==> src/rtl/lmcs_pkg.sv <==
// Shared types and constants for the LED matrix column scan shifter.
`timescale 1ns / 1ps
package lmcs_pkg;

  localparam int unsigned LEVEL_BITS  = 12;
  localparam int unsigned CHAIN_ROWS  = 8;
  localparam int unsigned PIXEL_BITS  = 3 * LEVEL_BITS;
  localparam int unsigned BUF_BITS    = PIXEL_BITS + 4;
  localparam logic [15:0] DWELL_RESET = 16'd250;

  // Byte phases within one pair of rows: nine bytes carry two 36-bit rows.
  localparam logic [3:0] PH_FIRST = 4'd0;
  localparam logic [3:0] PH_SPLIT = 4'd4;
  localparam logic [3:0] PH_LAST  = 4'd8;
  localparam logic [1:0] PAIR_LAST = 2'd3;

  typedef enum logic [1:0] {
    OP_WRITE = 2'd0,
    OP_CLEAR = 2'd1,
    OP_TICK  = 2'd2
  } op_e;

  typedef enum logic [1:0] {
    ST_IDLE,
    ST_PREP,
    ST_EMIT
  } state_e;

  typedef struct packed {
    logic [1:0]            operation;
    logic [3:0]            x;
    logic [2:0]            y;
    logic [LEVEL_BITS-1:0] red;
    logic [LEVEL_BITS-1:0] green;
    logic [LEVEL_BITS-1:0] blue;
  } cmd_t;

  typedef struct packed {
    logic [3:0] column;
    logic [7:0] data_byte;
    logic       last;
  } result_t;

  // Shift order of one row: blue, red, green, each MSB first.
  typedef struct packed {
    logic [LEVEL_BITS-1:0] blue;
    logic [LEVEL_BITS-1:0] red;
    logic [LEVEL_BITS-1:0] green;
  } pixel_t;

endpackage

==> src/rtl/lmcs_pixel_store.sv <==
// Framebuffer memory with per-pixel valid bits and a registered read port.
`timescale 1ns / 1ps
module lmcs_pixel_store #(
  parameter int unsigned DEPTH = 128,
  parameter int unsigned AW    = 7
) (
  input  logic            clk_i,
  input  logic            rst_ni,
  input  logic            wr_en_i,
  input  logic [AW-1:0]   wr_addr_i,
  input  lmcs_pkg::pixel_t wr_data_i,
  input  logic            clr_i,
  input  logic            rd_en_i,
  input  logic [AW-1:0]   rd_addr_i,
  output lmcs_pkg::pixel_t rd_data_o
);
  import lmcs_pkg::*;

  pixel_t           mem_q [DEPTH];
  pixel_t           rd_data_q;
  logic [DEPTH-1:0] valid_q;
  logic             rd_valid_q;

  always_ff @(posedge clk_i) begin
    if (wr_en_i) begin
      mem_q[wr_addr_i] <= wr_data_i;
    end
    if (rd_en_i) begin
      rd_data_q <= mem_q[rd_addr_i];
    end
  end

  // Clear drops every valid bit at once; an invalid entry reads as zero.
  always_ff @(posedge clk_i or negedge rst_ni) begin
    if (!rst_ni) begin
      valid_q    <= '0;
      rd_valid_q <= 1'b0;
    end else begin
      if (clr_i) begin
        valid_q <= '0;
      end else if (wr_en_i) begin
        valid_q[wr_addr_i] <= 1'b1;
      end
      if (rd_en_i) begin
        rd_valid_q <= valid_q[rd_addr_i];
      end
    end
  end

  assign rd_data_o = rd_valid_q ? rd_data_q : '0;

endmodule

==> config.mk <==
export PLATFORM = sky130hd
export DESIGN_NAME = lmcs_pixel_store
export DESIGN_NICKNAME = d
export VERILOG_FILES = /design/src/rtl/lmcs_pkg.sv /design/src/rtl/lmcs_pixel_store.sv
export SDC_FILE = /design/constraint.sdc
export NUM_CORES = 2
export LEC_CHECK = 0
export BUFFER_PORTS_ARGS = -buffer_cell sky130_fd_sc_hd__buf_4
export CORE_MARGIN = 3
export CORE_UTILIZATION = 54
export CTS_BUF_LIST = sky130_fd_sc_hd__clkbuf_8
export CTS_CLUSTER_SIZE = 12
export DETAILED_ROUTE_END_ITERATION = 10
export MAX_ROUTING_LAYER = met4
export PLACE_DENSITY_LB_ADDON = 0.05
export SYNTH_ARGS = -nofsm -noshare
export SYNTH_HDL_FRONTEND = slang
export SYNTH_MEMORY_MAX_BITS = 65536
export SYNTH_SLANG_ARGS = --single-unit
==> constraint.sdc <==
create_clock -name clk_i -period 2.55 [get_ports clk_i]
set_input_delay 0.3825 -clock clk_i [delete_from_list [all_inputs] [get_ports clk_i]]
set_output_delay 0.3825 -clock clk_i [all_outputs]
set_load 0.01 [all_outputs]
# Yosys cells after proc, flatten, opt, wreduce, memory -nomap -nowiden
# Memories as Yosys holds them, arrays and structs flattened. A register that Yosys moved wholly into a read port is not among the register bits.
# Cells that the tools add are included.
dict set report op_classes {
  n_addsub 0
  n_mul 0
  n_div 0
  order_cmp 3
  n_eq_ne 0
  shifts 0
  n_mux 9
  n_bitwise 1
  n_reduce_logical 2
}
# op n
set ops {}
lappend ops {{2-to-1 mux 128 bit} 2}
lappend ops {{OR 128 bit} 1}
lappend ops {{2-to-1 mux 36 bit} 1}
lappend ops {{less-than comparator 7 x 8 -> 1 bit (second input constant)} 2}
lappend ops {{binary-select mux 1 bit (select 7 bit)} 1}
lappend ops {{demux 1 bit (select 7 bit)} 1}
lappend ops {{>= comparator 7 x 1 -> 1 bit (second input constant)} 1}
lappend ops {{2-to-1 mux 1 bit} 4}
lappend ops {{nonzero test 2 bit} 1}
lappend ops {{logical AND 1 bit} 1}
dict set report totals {
  regBits 129
  latch_bits 0
  mem_bits_rw 4608
  mem_bits_ro 0
  input_bits 55
  output_inout_bits 36
  wordCells 18
  n_memories 1
}
# name words word_bits read_ports rd_clocked_by_memory_dff write_ports line_no
set memory_table {}
lappend memory_table {mem_q 128 36 1 1 1 lmcs_pixel_store.sv:19} ;# pixel_t mem_q [DEPTH];

# Logic depth before layout (Yosys ltp)
dict set report logic_depth {
  depth_word 7
  depth_mapped 11
  ltp_nobuf 6
}

# Worst setup path after synthesis
# No wires, ideal clock.
dict set report synth_timing {
  path_type {in2reg}
  from {in wr_addr_i[1]}
  to {mem mem_q[108][0] in the netlist's numbering, enable pin}
  t_arrival_ns 3.102
  required_ns 2.119
  path_slack_ns -0.983
  path_stages 5
  n_path_buf 2
  cell_sequence {clkbuf_1 -> or3b_2 -> or2_1 -> clkbuf_1 -> nor2_1}
}
# element line_no
set synth_rtl {}
lappend synth_rtl {{start, declared} lmcs_pixel_store.sv:10} ;# input logic [AW-1:0] wr_addr_i,
lappend synth_rtl {{end, declared} lmcs_pixel_store.sv:19}
# Straight into the memory's write port.

==> results.yml <==
critical_path:
  cp_cell_sequence: "and2_1, buf_4"
  cp_max_fo: 14
  critPathBufInv: 1
  r2r-start: "valid_q[92]$_DFFE_PN0P_"
  crit_arrival_ps: 2630
  startpoint: "rd_data_q[19]$_DFFE_PP_"
  slowest_stage: "edfxtp_1"
  end_kind: "output port"
  setup.worst_path.start_class: "register"
  worstPathRequired_ps: 2170
  path_class: "register to output port"
  worst_path_largest_cell_delay_ps: 1000
  cp_top_family: "flip-flops"
cts:
  path_clk_slew_ps: 60
  clk_latency_ps: 1260
  cts_tree: "done"
  htreeDepth: 6
  ctsRootBufferMaster: "clkbuf_8"
  clock-sinks: 4773
  cts.path.max_buffers: 4
  cts_buffers: 755
routing:
  avgRoutedWirePerCell_um: 35.3
  ant_nets: 0
  drc: 0
  wirelength_um: 526000
  drtIter0Drc: 12700
  dr.pass1.iters: 5
  vias: 93900
  vias_per_cell: 6.30
global_route:
  grt_pass1_vias: 94800
  grt_pass1_wl_um: 739000
  grt_overflow_total: 0
  antenna_found_initial: 39
  grt_max_degree: 129
  track_usage_pct: 31.5
floorplan:
  die_y_um: 588
  dieArea_mm2: 0.346
  io_pins: 91
  die_x_um: 588
  start_util_pct: 54.3
  row_count: 213
  core_mm2: 0.337
sta:
  tightest_slew_ps: 1120
  slew_viol_final: 0
  slew_headroom_pct: 25.1
  max_freq_mhz: 331
  finalCritPeriodShare_pct: 118
  setup_viol: 30
  hold_viol: 0
  setup_ws_ps: -467
  post-route-min-period_ps: 3020
  skew_ps: 77.5
  rsz0062_at_grt: "true"
placement:
  io_buffers: 90
  place_hpwl_um: 320000
  gp_congestion: 0.850
  placed_area_mm2: 0.201
synth:
  synth_edf_count: 4644
  yosysSeqAreaShare_pct: 77.9
  async_flop_share_pct: 2.70
  synth_cell_types: 43
  synth_warnings: 0
  synth_seq_cells: 4773
  syn_nets: 8324
  ys.flop_type: "edfxtp_1"
  syn_area_mm2: 0.183
  avgSynthCellArea_um2: 22.1
  netlist_instances: 8269
pwr:
  p_switching_mw: 35.5
  power_density_mw_per_mm2: 719
  fin_total_pwr_mw: 155
  clock_power_share_pct: 38.1
  pwr-share-seq_pct: 56.0
  power.internal_mw: 119
  p_sw_share_pct: 22.9
  p_leak_nw: 71.6
  combPwrFrac_pct: 6.0
  ir_drop_uv: 545
hold_path:
  worstHoldPathType: "input pin to register"
  min_from: "wr_data_i[19]"
layout:
  multiInputGateArea_mm2: 0.0393
  design_area_mm2: 0.215
  seq_area_mm2: 0.143
  syn_to_final_growth_pct: 17.6
  nFillCells: 22800
  finalNetCount: 9786
  drive_gt1_share_pct: 32.1
  final_util_pct: 63.9
outcome:
  outcome: "finished, violations left"
  violations: "setup timing"
flow_run:
  maxCapViolations: 0
-- timing repair --
action / CTS / global route
hold endpoints to repair: 5950 / 0
cloned: 0 / 0
hold buffers: 69 / 0
pin swaps: 6 / 4
gates resized for setup: 38 / 28
setup buffers: 0 / 2
setup endpoints to repair: 36 / 47
-- per-layer routing --
metal,vias up,GRT usage (%),part of all wire [%]
li1,37500,-,-
met2,4957,47.1,47
met1,50800,45.5,41
met5,-,-,0
met4,0,8.57,3.0
met3,747,5.70,9.3
-- cell usage after synthesis (14+ instances only) --
cell      count  share of area, %
nand4_1     149              0.51
edfxtp_1   4644                76
clkbuf_1    124              0.25
buf_6        17              0.10
nor4_1       37              0.13
nor2_1      396              0.81
nand2_1     595               1.2
mux2i_1     606               3.3
buf_2       148              0.40
and2_1       37              0.13
mux4_2     1170                14
buf_1        14             0.029
nand3_1      16             0.044
buf_4       116              0.48
dfrtp_1     129               1.8
-- placed cells by master, fill, tap and decap left out, drive strengths merged, types with 2 or more instances in the layout --
master       count
nand2b           8
nand3           16
clkinvlp        18
nor4            37
bufinv           8
inv            314
and2            37
nand4          149
dfrtp          129
nor2           396
mux4          1170
a22oi            5
nor2b            8
a21oi            7
or2              6
dlygate4sd3     67
nor3             5
nand4b           2
edfxtp        4644
buf           1056
clkbuf         776
nand3b           4
mux2             7
nand2          595
o21ai            2
clkinv         234
diode           68
mux2i          606
o21ba            3
-- state kept, by name (all words and copies together), names as in the netlist --
register    cells
valid_q       128
rd_data_q      36
mem_q        4608
rd_valid_q      1
-- kinds of logic after synthesis --
logic type,Yosys count,share of synthesized area (%)
compound gates,25,0.0964
buf+inv,421,1.27
flops,4773,77.9
mux,1783,17.7
simple gates,1267,2.97
-- worst reg2reg max path, delay by kind of cell, from the launching register on --
family / cells / cell delay [ps]
compound gates: 4 / 660
buf+inv: 1 / 590
flops: 1 / 390
mux: 1 / 520
simple gates: 1 / 160
-- metrics by stage --
| step | cells | TNS [ps] | hold slack (ps) | setup WS, ps |
|---|---|---|---|---|
| after floorplan | 8269 | -1429170 | 86.9 | -552 |
| after global placement | 13400 | -16410 | 438 | -923 |
| after detailed placement | 13400 | -16640 | 439 | -926 |
| after CTS | 14800 | -6050 | 0.0661 | -523 |
| after global routing | 14900 | -4520 | 57.8 | -516 |
| final | 14900 | -2660 | 102 | -467 |
-- power groups by stage --
stage	registers (mW)	logic [mW]	clock network, mW
after floorplan	88.2	4.05	0
after global placement	88.3	8.96	0
after detailed placement	88.3	9.10	0
after CTS	86.7	9.27	60.0
after global routing	86.7	9.69	63.6
final	86.7	9.26	59.0
-- final cells by class --
cell class	instances	area share [%]
sequential	4773	66.2
multi-input combinational	3075	18.2
timing repair buffer	1124	6.57
clock buffer	776	4.96
tap	4515	2.62
clock inverter	572	1.29
antenna	68	0.0790
inverter	2	0.00349
-- path summary, 6_finish.rpt --
kind / slack (ps) / cells after the start / to
max in group asynchronous: 1690 / 4 / valid_q[12]$_DFFE_PN0P_
min: 100 / 2 / mem_q[100][19]$_DFFE_PP_
max: -470 / 2 / rd_data_o[19]
max reg2reg: 110 / 7 / rd_valid_q$_DFFE_PN0P_
min reg2reg: 500 / 2 / valid_q[22]$_DFFE_PN0P_
min in group asynchronous: 510 / 4 / valid_q[96]$_DFFE_PN0P_
No activity file was read; power rests on OpenSTA's default activity.
